<file path="src/hdl/bsdf_pkg.sv">
// Shared types, widths and helpers for the row-bitmap delta frame decoder.
// No dependencies; used by every module under hdl/.
package bsdf_pkg;

    localparam int BYTE_W       = 8;
    localparam int ADDR_W       = 16;
    localparam int BITMAP_W     = 32;
    localparam int SEG_W        = 6;
    localparam int ROW_W        = 8;
    localparam int BMCNT_W      = 3;
    localparam logic [BMCNT_W-1:0] BITMAP_BYTES = 3'd4;

    typedef struct packed {
        logic [ADDR_W-1:0] pixel_address;
        logic [BYTE_W-1:0] pixel_value;
        logic              write_enable;
        logic              frame_done;
    } result_t;

    // Lowest segment index s with from <= s < limit whose bitmap bit (31 - s)
    // is set; returns limit when none is.
    function automatic logic [SEG_W-1:0] next_seg(
        input logic [BITMAP_W-1:0] bits,
        input logic [SEG_W-1:0]    from,
        input logic [SEG_W-1:0]    limit
    );
        logic [SEG_W-1:0] found;
        found = limit;
        for (int s = BITMAP_W - 1; s >= 0; s--)
        begin
            if ((SEG_W'(s) >= from) && (SEG_W'(s) < limit) && bits[BITMAP_W - 1 - s])
            begin
                found = SEG_W'(s);
            end
        end
        return found;
    endfunction

endpackage

</file>
<file path="src/hdl/bsdf_decode.sv">
// Decode state and per-byte update logic: raw frame counter, row bitmap,
// segment and byte counters, pixel address. Depends on bsdf_pkg.
module bsdf_decode #(
    parameter int FRAME_WIDTH      = 320,
    parameter int FRAME_HEIGHT     = 180,
    parameter int SEGMENT_BYTES    = 10,
    parameter int SEGMENTS_PER_ROW = 32
) (
    input  logic                        clk,
    input  logic                        rst_n,
    input  logic                        step,
    input  logic [bsdf_pkg::BYTE_W-1:0] byte_in,
    input  logic                        restart,
    output logic                        has_result,
    output bsdf_pkg::result_t           result
);

    localparam int RAW_PIXELS = FRAME_WIDTH * FRAME_HEIGHT;
    localparam int POS_W      = $clog2(RAW_PIXELS + 1);
    localparam int K_W        = $clog2(SEGMENT_BYTES + 1);
    localparam logic [bsdf_pkg::SEG_W-1:0] SEG_LIM = bsdf_pkg::SEG_W'(SEGMENTS_PER_ROW);

    logic                              raw_reg, raw_next;
    logic [POS_W-1:0]                  pos_reg, pos_next;
    logic [bsdf_pkg::ROW_W-1:0]        row_reg, row_next;
    logic [bsdf_pkg::ADDR_W-1:0]       row_base_reg, row_base_next;
    logic [bsdf_pkg::BITMAP_W-1:0]     bitmap_reg, bitmap_next;
    logic [bsdf_pkg::BMCNT_W-1:0]      bmcnt_reg, bmcnt_next;
    logic [bsdf_pkg::SEG_W-1:0]        seg_reg, seg_next;
    logic [K_W-1:0]                    k_reg, k_next;

    // State as seen by this byte, after an optional restart
    logic                              raw_e;
    logic [POS_W-1:0]                  pos_e;
    logic [bsdf_pkg::ROW_W-1:0]        row_e;
    logic [bsdf_pkg::ADDR_W-1:0]       row_base_e;
    logic [bsdf_pkg::BITMAP_W-1:0]     bitmap_e;
    logic [bsdf_pkg::BMCNT_W-1:0]      bmcnt_e;
    logic [bsdf_pkg::SEG_W-1:0]        seg_e;
    logic [K_W-1:0]                    k_e;

    logic [POS_W:0]                    pos_inc;
    logic [K_W:0]                      k_inc;
    logic [bsdf_pkg::ROW_W:0]          row_inc;
    logic [bsdf_pkg::SEG_W-1:0]        seg_found;
    logic [bsdf_pkg::BITMAP_W-1:0]     bitmap_shift;
    logic                              finish_row;
    logic                              last_row;

    assign raw_e      = restart ? 1'b1 : raw_reg;
    assign pos_e      = restart ? '0 : pos_reg;
    assign row_e      = restart ? '0 : row_reg;
    assign row_base_e = restart ? '0 : row_base_reg;
    assign bitmap_e   = restart ? '0 : bitmap_reg;
    assign bmcnt_e    = restart ? '0 : bmcnt_reg;
    assign seg_e      = restart ? '0 : seg_reg;
    assign k_e        = restart ? '0 : k_reg;

    assign pos_inc      = {1'b0, pos_e} + 1'b1;
    assign k_inc        = {1'b0, k_e} + 1'b1;
    assign row_inc      = {1'b0, row_e} + 1'b1;
    assign last_row     = row_inc >= (bsdf_pkg::ROW_W + 1)'(FRAME_HEIGHT);
    assign bitmap_shift = {bitmap_e[bsdf_pkg::BITMAP_W-bsdf_pkg::BYTE_W-1:0], byte_in};

    always_comb
    begin
        raw_next      = raw_e;
        pos_next      = pos_e;
        row_next      = row_e;
        row_base_next = row_base_e;
        bitmap_next   = bitmap_e;
        bmcnt_next    = bmcnt_e;
        seg_next      = seg_e;
        k_next        = k_e;
        finish_row    = 1'b0;
        seg_found     = '0;
        has_result    = 1'b0;
        result        = '0;

        if (raw_e)
        begin
            has_result           = 1'b1;
            result.pixel_address = bsdf_pkg::ADDR_W'(32'(pos_e));
            result.pixel_value   = byte_in;
            result.write_enable  = 1'b1;
            if (pos_inc >= (POS_W + 1)'(RAW_PIXELS))
            begin
                result.frame_done = 1'b1;
                pos_next          = '0;
                raw_next          = 1'b0;
            end
            else
            begin
                pos_next = pos_inc[POS_W-1:0];
            end
        end
        else if (bmcnt_e < bsdf_pkg::BITMAP_BYTES)
        begin
            bitmap_next = bitmap_shift;
            bmcnt_next  = bmcnt_e + 1'b1;
            if (bmcnt_next == bsdf_pkg::BITMAP_BYTES)
            begin
                seg_found = bsdf_pkg::next_seg(bitmap_shift, '0, SEG_LIM);
                seg_next  = seg_found;
                k_next    = '0;
                if (seg_found >= SEG_LIM)
                begin
                    finish_row = 1'b1;
                    // empty last row still closes the frame with a marker
                    if (last_row)
                    begin
                        has_result        = 1'b1;
                        result.frame_done = 1'b1;
                    end
                end
            end
        end
        else
        begin
            has_result           = 1'b1;
            result.pixel_address = bsdf_pkg::ADDR_W'(row_base_e
                                 + bsdf_pkg::ADDR_W'(seg_e) * bsdf_pkg::ADDR_W'(SEGMENT_BYTES)
                                 + bsdf_pkg::ADDR_W'(k_e));
            result.pixel_value   = byte_in;
            result.write_enable  = 1'b1;
            if (k_inc >= (K_W + 1)'(SEGMENT_BYTES))
            begin
                k_next    = '0;
                seg_found = bsdf_pkg::next_seg(bitmap_e, seg_e + 1'b1, SEG_LIM);
                seg_next  = seg_found;
                if (seg_found >= SEG_LIM)
                begin
                    finish_row        = 1'b1;
                    result.frame_done = last_row;
                end
            end
            else
            begin
                k_next = k_inc[K_W-1:0];
            end
        end

        if (finish_row)
        begin
            bmcnt_next  = '0;
            bitmap_next = '0;
            seg_next    = '0;
            k_next      = '0;
            if (last_row)
            begin
                row_next      = '0;
                row_base_next = '0;
            end
            else
            begin
                row_next      = row_inc[bsdf_pkg::ROW_W-1:0];
                row_base_next = row_base_e + bsdf_pkg::ADDR_W'(FRAME_WIDTH);
            end
        end
    end

    always_ff @(posedge clk or negedge rst_n)
    begin
        if (!rst_n)
        begin
            raw_reg      <= 1'b1;
            pos_reg      <= '0;
            row_reg      <= '0;
            row_base_reg <= '0;
            bitmap_reg   <= '0;
            bmcnt_reg    <= '0;
            seg_reg      <= '0;
            k_reg        <= '0;
        end
        else if (step)
        begin
            raw_reg      <= raw_next;
            pos_reg      <= pos_next;
            row_reg      <= row_next;
            row_base_reg <= row_base_next;
            bitmap_reg   <= bitmap_next;
            bmcnt_reg    <= bmcnt_next;
            seg_reg      <= seg_next;
            k_reg        <= k_next;
        end
    end

endmodule

</file>
<file path="src/hdl/bsdf_out_stage.sv">
// Result register of the decoder with valid/ready toward the consumer.
// Depends on bsdf_pkg.
module bsdf_out_stage (
    input  logic              clk,
    input  logic              rst_n,
    input  logic              load,
    input  bsdf_pkg::result_t result,
    output logic              free,
    output logic              out_valid,
    input  logic              out_ready,
    output bsdf_pkg::result_t out_result
);

    logic              valid_reg, valid_next;
    bsdf_pkg::result_t result_reg;

    // free: a new result may be written this cycle
    assign free       = !valid_reg || out_ready;
    assign valid_next = load || (valid_reg && !out_ready);
    assign out_valid  = valid_reg;
    assign out_result = result_reg;

    always_ff @(posedge clk or negedge rst_n)
    begin
        if (!rst_n)
        begin
            valid_reg <= 1'b0;
        end
        else
        begin
            valid_reg <= valid_next;
        end
    end

    always_ff @(posedge clk)
    begin
        if (load)
        begin
            result_reg <= result;
        end
    end

endmodule

</file>
<file path="src/hdl/bitmap_segment_delta_frame_decoder_unit.sv">
// Row-bitmap delta frame decoder: one payload byte in, at most one pixel write out.
// Path from an accepted request to out_valid: input register, then result register.
// Throughput: one byte per cycle; the decode stage stalls only when it holds a result and
// the result register is full and not being taken.
// Reset (rst_n low, asynchronous): both registers empty, decoder back to raw first frame.
// Depends on bsdf_pkg, bsdf_decode, bsdf_out_stage.
module bitmap_segment_delta_frame_decoder_unit #(
    parameter int FRAME_WIDTH      = 320,
    parameter int FRAME_HEIGHT     = 180,
    parameter int SEGMENT_BYTES    = 10,
    parameter int SEGMENTS_PER_ROW = 32
) (
    input  logic                        clk,
    input  logic                        rst_n,
    input  logic                        in_valid,
    output logic                        in_ready,
    input  logic [bsdf_pkg::BYTE_W-1:0] byte_in,
    input  logic                        restart,
    output logic                        out_valid,
    input  logic                        out_ready,
    output logic [bsdf_pkg::ADDR_W-1:0] pixel_address,
    output logic [bsdf_pkg::BYTE_W-1:0] pixel_value,
    output logic                        write_enable,
    output logic                        frame_done
);

    logic                        s1_valid_reg, s1_valid_next;
    logic [bsdf_pkg::BYTE_W-1:0] s1_byte_reg;
    logic                        s1_restart_reg;
    logic                        s1_fire;
    logic                        in_fire;
    logic                        has_result;
    logic                        out_free;
    bsdf_pkg::result_t           dec_result;
    bsdf_pkg::result_t           out_result;

    // advance the held request unless its result would overwrite a full result register
    assign s1_fire       = s1_valid_reg && (!has_result || out_free);
    assign in_ready      = !s1_valid_reg || s1_fire;
    assign in_fire       = in_valid && in_ready;
    assign s1_valid_next = in_fire || (s1_valid_reg && !s1_fire);

    always_ff @(posedge clk or negedge rst_n)
    begin
        if (!rst_n)
        begin
            s1_valid_reg <= 1'b0;
        end
        else
        begin
            s1_valid_reg <= s1_valid_next;
        end
    end

    always_ff @(posedge clk)
    begin
        if (in_fire)
        begin
            s1_byte_reg    <= byte_in;
            s1_restart_reg <= restart;
        end
    end

    bsdf_decode #(
        .FRAME_WIDTH      (FRAME_WIDTH),
        .FRAME_HEIGHT     (FRAME_HEIGHT),
        .SEGMENT_BYTES    (SEGMENT_BYTES),
        .SEGMENTS_PER_ROW (SEGMENTS_PER_ROW)
    ) u_decode (
        .clk        (clk),
        .rst_n      (rst_n),
        .step       (s1_fire),
        .byte_in    (s1_byte_reg),
        .restart    (s1_restart_reg),
        .has_result (has_result),
        .result     (dec_result)
    );

    bsdf_out_stage u_out (
        .clk        (clk),
        .rst_n      (rst_n),
        .load       (s1_fire && has_result),
        .result     (dec_result),
        .free       (out_free),
        .out_valid  (out_valid),
        .out_ready  (out_ready),
        .out_result (out_result)
    );

    assign pixel_address = out_result.pixel_address;
    assign pixel_value   = out_result.pixel_value;
    assign write_enable  = out_result.write_enable;
    assign frame_done    = out_result.frame_done;

endmodule

</file>
<file path="config.mk">
export PLATFORM = sky130hd
export DESIGN_NAME = bitmap_segment_delta_frame_decoder_unit
export DESIGN_NICKNAME = d
export VERILOG_FILES = /design/src/hdl/bsdf_pkg.sv /design/src/hdl/bsdf_decode.sv /design/src/hdl/bsdf_out_stage.sv /design/src/hdl/bitmap_segment_delta_frame_decoder_unit.sv
export SDC_FILE = /design/constraint.sdc
export NUM_CORES = 1
export LEC_CHECK = 0
export BUFFER_PORTS_ARGS = -buffer_cell sky130_fd_sc_hd__buf_2
export CORE_UTILIZATION = 30
export CTS_CLUSTER_SIZE = 8
export DETAILED_ROUTE_END_ITERATION = 7
export GPL_TIMING_DRIVEN = 0
export RECOVER_POWER = 100
export SYNTH_ARGS = -nofsm -noshare
export SYNTH_HDL_FRONTEND = slang
export SYNTH_SLANG_ARGS = --single-unit
</file>
<file path="constraint.sdc">
create_clock -name clk -period 5.1 [get_ports clk]
set_input_delay 1.02 -clock clk [delete_from_list [all_inputs] [get_ports clk]]
set_output_delay 1.02 -clock clk [all_outputs]
set_load 0.1 [all_outputs]
</file>
# Yosys cells after proc, flatten, opt, wreduce, memory -nomap -nowiden
# Index checks and enable logic that the tools add are counted.
dict set report word_totals {
  register_bits 123
  output_inout_bits 28
}
dict set report classes {
  addsub 8
  mul 1
  order_cmp 38
  eq_ne 1
  muxes 119
  n_reduce_logical 47
}
# cell count
set op_table {}
lappend op_table {{2-to-1 mux 6 bit} 76}
lappend op_table {{2-to-1 mux 32 bit} 4}
lappend op_table {{greater-or-equal comparator 5 x 6 -> 1 bit (first input constant)} 16}
lappend op_table {{2-to-1 mux 16 bit} 6}
lappend op_table {{greater-or-equal comparator 4 x 6 -> 1 bit (first input constant)} 8}
lappend op_table {{logical AND 1 bit} 37}
lappend op_table {{2-to-1 mux 26 bit} 1}
lappend op_table {{2-to-1 mux 25 bit} 1}
lappend op_table {{greater-or-equal comparator 3 x 6 -> 1 bit (first input constant)} 4}
lappend op_table {{2-to-1 mux 4 bit} 6}
lappend op_table {{2-to-1 mux 8 bit} 3}
lappend op_table {{2-to-1 mux 1 bit} 18}
lappend op_table {{adder 16 x 1 -> 17 bit (second input constant)} 1}
lappend op_table {{greater-or-equal comparator 17 x 16 -> 1 bit (second input constant)} 1}
lappend op_table {{adder 16 x 10 -> 16 bit} 1}
lappend op_table {{adder 16 x 4 -> 16 bit} 1}
lappend op_table {{adder 16 x 9 -> 16 bit (second input constant)} 1}
lappend op_table {{greater-or-equal comparator 1 x 6 -> 1 bit (first input constant)} 2}
lappend op_table {{greater-or-equal comparator 2 x 6 -> 1 bit (first input constant)} 2}
lappend op_table {{greater-or-equal comparator 6 bit (second input constant)} 2}
lappend op_table {{2-to-1 mux 3 bit} 4}
lappend op_table {{adder 8 x 1 -> 9 bit (second input constant)} 1}
lappend op_table {{greater-or-equal comparator 9 x 8 -> 1 bit (second input constant)} 1}
lappend op_table {{multiplier 6 x 3 -> 9 bit (second input constant)} 1}
lappend op_table {{other kinds (8)} 16}

# Depth between registers and ports, before layout
dict set report depth {
  depth_word 46
  depth_mapped 24
}

# Modules after synthesis
# A second synthesis with hierarchy kept.
dict set report hier_totals {
  cells_unflattened 997
  hier_area_um2 8858.5
}
# mod n_inst cells_each area_per_inst_um2 seq_area_each_um2
set by_module_without_submodules {}
lappend by_module_without_submodules {bsdf_decode 1 952 7681.1 2153.3}
lappend by_module_without_submodules {bsdf_out_stage 1 29 828.3 805.8}
lappend by_module_without_submodules {bitmap_segment_delta_frame_decoder_unit 1 16 349.1 295.3}

# Worst setup path before layout
# No wires, ideal clock.
dict set report synth_timing {
  path_type {reg2reg}
  startpoint {register s1_restart_reg}
  endpoint {register u_out.result_reg (netlist bit u_out.out_result[0]) (enable)}
  setup_ns 0.409
  arrival_ns 5.250
  required_ns 4.691
  path_slack_ns -0.559
  path_stages_with_launch 18
  path_buffers 8
  synth_period_minus_slack_ns 5.659
  path_cell_list {edfxtp_1 -> buf_6 -> clkbuf_1 -> clkbuf_1 -> buf_1 -> clkbuf_1 -> buf_1 -> buf_1 -> nor2b_1 -> ha_1 -> and3_1 -> a41oi_1 -> o221ai_1 -> a22o_1 -> a31oi_1 -> o21ai_1 -> clkbuf_1 -> nor2_1}
}
dict set report synth_between {
  elab_chain_cells 37
  elab_cells_between_ends 46
  cone_classes {add/sub (2); order compare (3); eq/ne (1); mux (36); reduce/logical (4)}
}
# item line_no
set synth_lines {}
lappend synth_lines {{start, declared} bitmap_segment_delta_frame_decoder_unit.sv:29} ;# logic s1_restart_reg;
lappend synth_lines {{start signal, assigned} bitmap_segment_delta_frame_decoder_unit.sv:60} ;# s1_restart_reg <= restart;
lappend synth_lines {{2-to-1 mux 32 bit} bsdf_decode.sv:54} ;# assign bitmap_e = restart ? '0 : bitmap_reg;
lappend synth_lines {{2-to-1 mux 6 bit (24 in a row)} bsdf_pkg.sv:31} ;# if ((SEG_W'(s) >= from) && (SEG_W'(s) < limit) && bits[BITMAP_W - 1 - s])
lappend synth_lines {{2-to-1 mux 6 bit} bsdf_decode.sv:101} ;# if (bmcnt_next == bsdf_pkg::BITMAP_BYTES)
lappend synth_lines {{2-to-1 mux 6 bit} bsdf_decode.sv:97} ;# else if (bmcnt_e < bsdf_pkg::BITMAP_BYTES)
lappend synth_lines {{2-to-1 mux 6 bit} bsdf_decode.sv:80} ;# if (raw_e)
lappend synth_lines {{greater-or-equal comparator 6 bit} bsdf_decode.sv:106} ;# if (seg_found >= SEG_LIM)
lappend synth_lines {{2-to-1 mux 1 bit} bsdf_decode.sv:106}
lappend synth_lines {{2-to-1 mux 1 bit} bsdf_decode.sv:101}
lappend synth_lines {{2-to-1 mux 1 bit} bsdf_decode.sv:97}
lappend synth_lines {{2-to-1 mux 1 bit *} bsdf_decode.sv:80}
lappend synth_lines {{logical NOT 1 bit} bitmap_segment_delta_frame_decoder_unit.sv:38} ;# assign s1_fire = s1_valid_reg && (!has_result || out_free);
lappend synth_lines {{logical OR 1 bit} bitmap_segment_delta_frame_decoder_unit.sv:38}
lappend synth_lines {{logical AND 1 bit} bitmap_segment_delta_frame_decoder_unit.sv:38}
lappend synth_lines {{logical AND 1 bit *} bitmap_segment_delta_frame_decoder_unit.sv:82} ;# .load (s1_fire && has_result),
lappend synth_lines {{via u_out.load} bsdf_out_stage.sv:6} ;# input logic load,
lappend synth_lines {{end signal, assigned} bsdf_out_stage.sv:39} ;# result_reg <= result;
lappend synth_lines {{end, declared} bsdf_out_stage.sv:15} ;# bsdf_pkg::result_t result_reg;
# The timed path passes the listed nets; every way through them passes the cells marked *. The select of a mux whose other input is x is not followed.
# A chain may end at the register's enable or synchronous reset.

# Worst setup path in the final report
dict set report layout_timing {
  startpoint {register s1_restart_reg}
  endpoint {register u_decode.row_base_reg[12] (netlist bit)}
}
dict set report layout_between {
  elab_chain_cells 45
  elab_cells_between_ends 160
  cone_classes {add/sub (5); order compare (37); eq/ne (1); mux (82); reduce/logical (35)}
}
# item line_no
set layout_lines {}
lappend layout_lines {{2-to-1 mux 6 bit} bsdf_decode.sv:56} ;# assign seg_e = restart ? '0 : seg_reg;
lappend layout_lines {{adder 6 x 1 -> 6 bit} bsdf_decode.sv:129} ;# seg_found = bsdf_pkg::next_seg(bitmap_e, seg_e + 1'b1, SEG_LIM);
lappend layout_lines {{greater-or-equal comparator 5 x 6 -> 1 bit} bsdf_pkg.sv:31}
lappend layout_lines {{logical AND 1 bit} bsdf_pkg.sv:31}
lappend layout_lines {{2-to-1 mux 6 bit (32 in a row)} bsdf_pkg.sv:31}
lappend layout_lines {{2-to-1 mux 6 bit} bsdf_decode.sv:126} ;# if (k_inc >= (K_W + 1)'(SEGMENT_BYTES))
lappend layout_lines {{2-to-1 mux 6 bit} bsdf_decode.sv:97}
lappend layout_lines {{2-to-1 mux 6 bit} bsdf_decode.sv:80}
lappend layout_lines {{greater-or-equal comparator 6 bit} bsdf_decode.sv:131} ;# if (seg_found >= SEG_LIM)
lappend layout_lines {{2-to-1 mux 1 bit} bsdf_decode.sv:131}
lappend layout_lines {{2-to-1 mux 1 bit} bsdf_decode.sv:126}
lappend layout_lines {{2-to-1 mux 1 bit} bsdf_decode.sv:97}
lappend layout_lines {{2-to-1 mux 1 bit} bsdf_decode.sv:80}
lappend layout_lines {{2-to-1 mux 16 bit} bsdf_decode.sv:143} ;# if (finish_row)
lappend layout_lines {{end signal, assigned} bsdf_decode.sv:180} ;# row_base_reg <= row_base_next;
lappend layout_lines {{end, declared} bsdf_decode.sv:26} ;# logic [bsdf_pkg::ADDR_W-1:0] row_base_reg, row_base_next;
# Parallel ways exist; a longest one is shown, timed or not. The select of a mux whose other input is x is not followed.

==> results.sh <==
export IMPL_drive_gt1_share_pct=13.3
export IMPL_clock_sinks=123
export IMPL_netlist_area_mm2=0.00868
export IMPL_htree_levels=4
export IMPL_async_flop_share_pct=71.5
export IMPL_rr_worst_depth=19
export IMPL_fin_nets=1114
export IMPL_maxCapViolCount=1
export IMPL_postPlaceCellArea_mm2=0.00940
export IMPL_numCtsBuffers=17
export IMPL_area_delta_synth_final_pct=19.4
export IMPL_power_density_mw_per_mm2=265
export IMPL_clockRootBuffer="clkbuf_16"
export IMPL_cts_tree="done"
export IMPL_synthDistinctLibCells=90
export IMPL_grt_pass1_wl_um=44800
export IMPL_ir_drop_uv=165
export IMPL_critPathSlowestCell="or4b_4"
export IMPL_die_x_um=172
export IMPL_drt_total_wl_um=28200
export IMPL_fp_dieH_um=172
export IMPL_worstSetupStartpoint="s1_restart_reg"
export IMPL_finalMaxSlewViolations=64
export IMPL_synth_edf_count=35
export IMPL_ys_flop_type="dfrtp_1"
export IMPL_finClkSkew_ps=10.0
export IMPL_ys_seq_area_share_pct=37.5
export IMPL_fin_ws_ps=161
export IMPL_place_ws_ps=-2240
export IMPL_place_hpwl_um=20000
export IMPL_track_usage_pct=19.6
export IMPL_r2r_end="u_decode.row_base_reg[12]"
export IMPL_path_max_fanout=19
export IMPL_post_route_drc_count=0
export IMPL_wl_met1_um=12800
export IMPL_ys_warnings_count=0
export IMPL_worstHoldPathType="reg2reg"
export IMPL_arrival_ps=5270
export IMPL_ff_latch_area_mm2=0.00325
export IMPL_leakagePower_nw=4.25
export IMPL_largest_reg_flops=32
export IMPL_required_ps=5430
export IMPL_final_fill_count=2874
export IMPL_dr_first_iter_drc_count=770
export IMPL_post_route_min_period_ps=4940
export IMPL_status="complete, but fails checks"
export IMPL_synth_cells=976
export IMPL_clk_pin_slew_ps=60
export IMPL_worstSetupPathType="reg2reg"
export IMPL_dr_wl_met2_um=12900
export IMPL_r2r_setup_slack_ps=160
export IMPL_ios=41
export IMPL_crit_path_end="u_decode.row_base_reg[12]"
export IMPL_firstDrtPassIters=7
export IMPL_fin_crit_sh_pct=96.8
export IMPL_syn_nets=1031
export IMPL_power_total_mw=2.75
export IMPL_viasPerCell=5.71
export IMPL_antenna_found_initial=0
export IMPL_routedWlPerCell_um=19.4
export IMPL_final_cell_mix="dfrtp_1 (87), nor2_1 (77), nand2_1 (76)"
export IMPL_clk_insertion_delay_late_ps=430
export IMPL_regToRegStartpoint="s1_restart_reg"
export IMPL_vias=8283
export IMPL_rsz0062_at_grt="yes"
export IMPL_grt_overflow_total=0
export IMPL_timing_critical_path_mode_cell="buf_6"
export IMPL_topRoutingLayerUsed="met4"
export IMPL_die_area_mm2=0.0296
export IMPL_violations="max-capacitance violations, max-slew violations"
export IMPL_fin_area_mm2=0.0104
export IMPL_start_util_pct=30.8
export IMPL_placement_rows=61
export IMPL_cts_buffer_depth=2
export IMPL_fin_util_pct=36.8
export IMPL_drtAntennaViolNets=0
export IMPL_diodes=0
export IMPL_core_area_mm2=0.0282
export IMPL_place_gp_congestion=0.914
export IMPL_path_cells="buf_8 > clkbuf_16 > buf_12 > buf_6 > buf_8 > nor2b_4 > ha_4 > buf_6 > inv_1 > or3_1 > a21o_1 > buf_4 > a21o_1 > o41ai_4 > or4b_4 > o22a_4 > or3_4 > buf_6 > o31ai_1"
export IMPL_ys_seq_elements=123
export IMPL_hold_violations=0
export IMPL_cp_slowest_stage_delay_ps=560
export IMPL_avgSynthCellArea_um2=8.90
export IMPL_grt_pass1_vias=7912
export IMPL_fmaxAchievable_ghz=0.202
export IMPL_setup_viol=0
export IMPL_start_kind="register"
export IMPL_multi_input_area_mm2=0.00519
export IMPL_grt_max_degree=64
export IMPL_met3_length_um=1970
export IMPL_end_kind="register"
export IMPL_port_buffers=40
export IMPL_final_common_cell="dfrtp_1"
export IMPL_max_slew_margin_pct=-13.6
export IMPL_tightest_slew_ps=1700
-- synth_stat cells, types with 5 or more instances --
master / n / area share, %
a211oi_1: 9 / 0.78
o211ai_1: 17 / 1.5
nand2_1: 77 / 3.3
dfrtp_1: 87 / 25
edfxtp_1: 35 / 12
mux2_2: 6 / 0.78
nor4_1: 7 / 0.50
and3_1: 16 / 1.2
nand2b_1: 16 / 1.2
clkbuf_1: 41 / 1.8
nor3_1: 23 / 1.3
o221ai_1: 5 / 0.50
a21o_1: 14 / 1.2
a31oi_1: 10 / 0.72
nor2_1: 78 / 3.4
ha_1: 38 / 5.5
buf_2: 5 / 0.29
o311ai_0: 5 / 0.50
a21oi_1: 53 / 3.1
buf_1: 9 / 0.39
xor2_1: 8 / 0.81
and2_1: 12 / 0.86
o21a_1: 9 / 0.78
o21ai_1: 8 / 0.46
nor2b_1: 45 / 3.2
nand4_1: 6 / 0.43
nand3_1: 27 / 1.6
a22oi_1: 16 / 1.4
o31ai_1: 22 / 1.9
a22o_1: 40 / 4.0
inv_1: 34 / 1.5
o21ai_0: 66 / 3.8
o22ai_1: 9 / 0.65
xnor2_1: 16 / 1.6
-- worst max-delay path: cells and delay by family, from the launching register on --
kind | cells | cell delay [ps]
and+or+nand+nor | 4 | 1420
DFF | 1 | 520
adders and majority gates | 1 | 160
AOI/OAI and AO/OA | 5 | 1410
buffers and inverters | 9 | 1310
-- per-stage QoR --
step / setup TNS [ps] / cells / hold WS [ps]
2_1_floorplan: 0 / 976 / 438
3_3_place_gp: -209740 / 1394 / 465
3_5_place_dp: -195260 / 1395 / 462
4_1_cts: 0 / 1438 / 472
5_1_grt: -30.6 / 1450 / 495
6_report: 0 / 1450 / 467
-- routing by layer --
metal  up-vias  global-route usage [%]
li1       3832                       -
met1      4038                    26.7
met2       362                    31.3
met3        51                    3.57
met4         0                    6.04
met5         -                       0
-- cell families (layout without fill, tap and decap cells) --
logic type / count (synthesis) / count (layout) / share of synthesized area, %
flops: 123 / 123 / 37.5
buf+inv: 95 / 190 / 4.48
compound gates: 334 / 334 / 26.8
mux: 9 / 9 / 1.17
fa+ha+maj: 42 / 42 / 6.40
simple gates: 348 / 349 / 21.0
xor+xnor: 25 / 25 / 2.61
-- worst min-delay path by stage --
stage	start	end	depth (start not counted)
after floorplan	u_decode.pos_reg[15]	u_decode.pos_reg[15]	1
after global placement	u_decode.pos_reg[15]	u_decode.pos_reg[15]	1
after detailed placement	u_decode.pos_reg[15]	u_decode.pos_reg[15]	1
after CTS	u_decode.pos_reg[15]	u_decode.pos_reg[15]	1
after global routing	u_decode.pos_reg[15]	u_decode.pos_reg[15]	1
final	u_decode.pos_reg[15]	u_decode.pos_reg[15]	1
-- final cells by class --
| cell class | instances | share of cell area [%] |
|---|---|---|
| Buffer | 56 | 3.23 |
| Tap cell | 378 | 4.56 |
| Timing Repair Buffer | 67 | 3.89 |
| Clock inverter | 13 | 1.41 |
| Sequential cell | 123 | 31.4 |
| Clock buffer | 19 | 4.17 |
| Inverter | 35 | 1.30 |
| Multi-Input combinational cell | 759 | 50.0 |
-- where the power goes --
part | switching, mW | leakage (nW) | internal [mW] | total (mW)
clock network | 0.503 | 0.278 | 0.724 | 1.23
registers | 0.0524 | 1.55 | 1.07 | 1.12
logic | 0.306 | 2.42 | 0.0946 | 0.401
-- timing repair --
item,CTS,global route
resized for setup,52,18
hold buffers,0,0
endpoints found under the setup margin,138,87
pin swaps,5,7
gates cloned,1,1
buffers inserted,12,13
(Power assumes the default switching activity.)
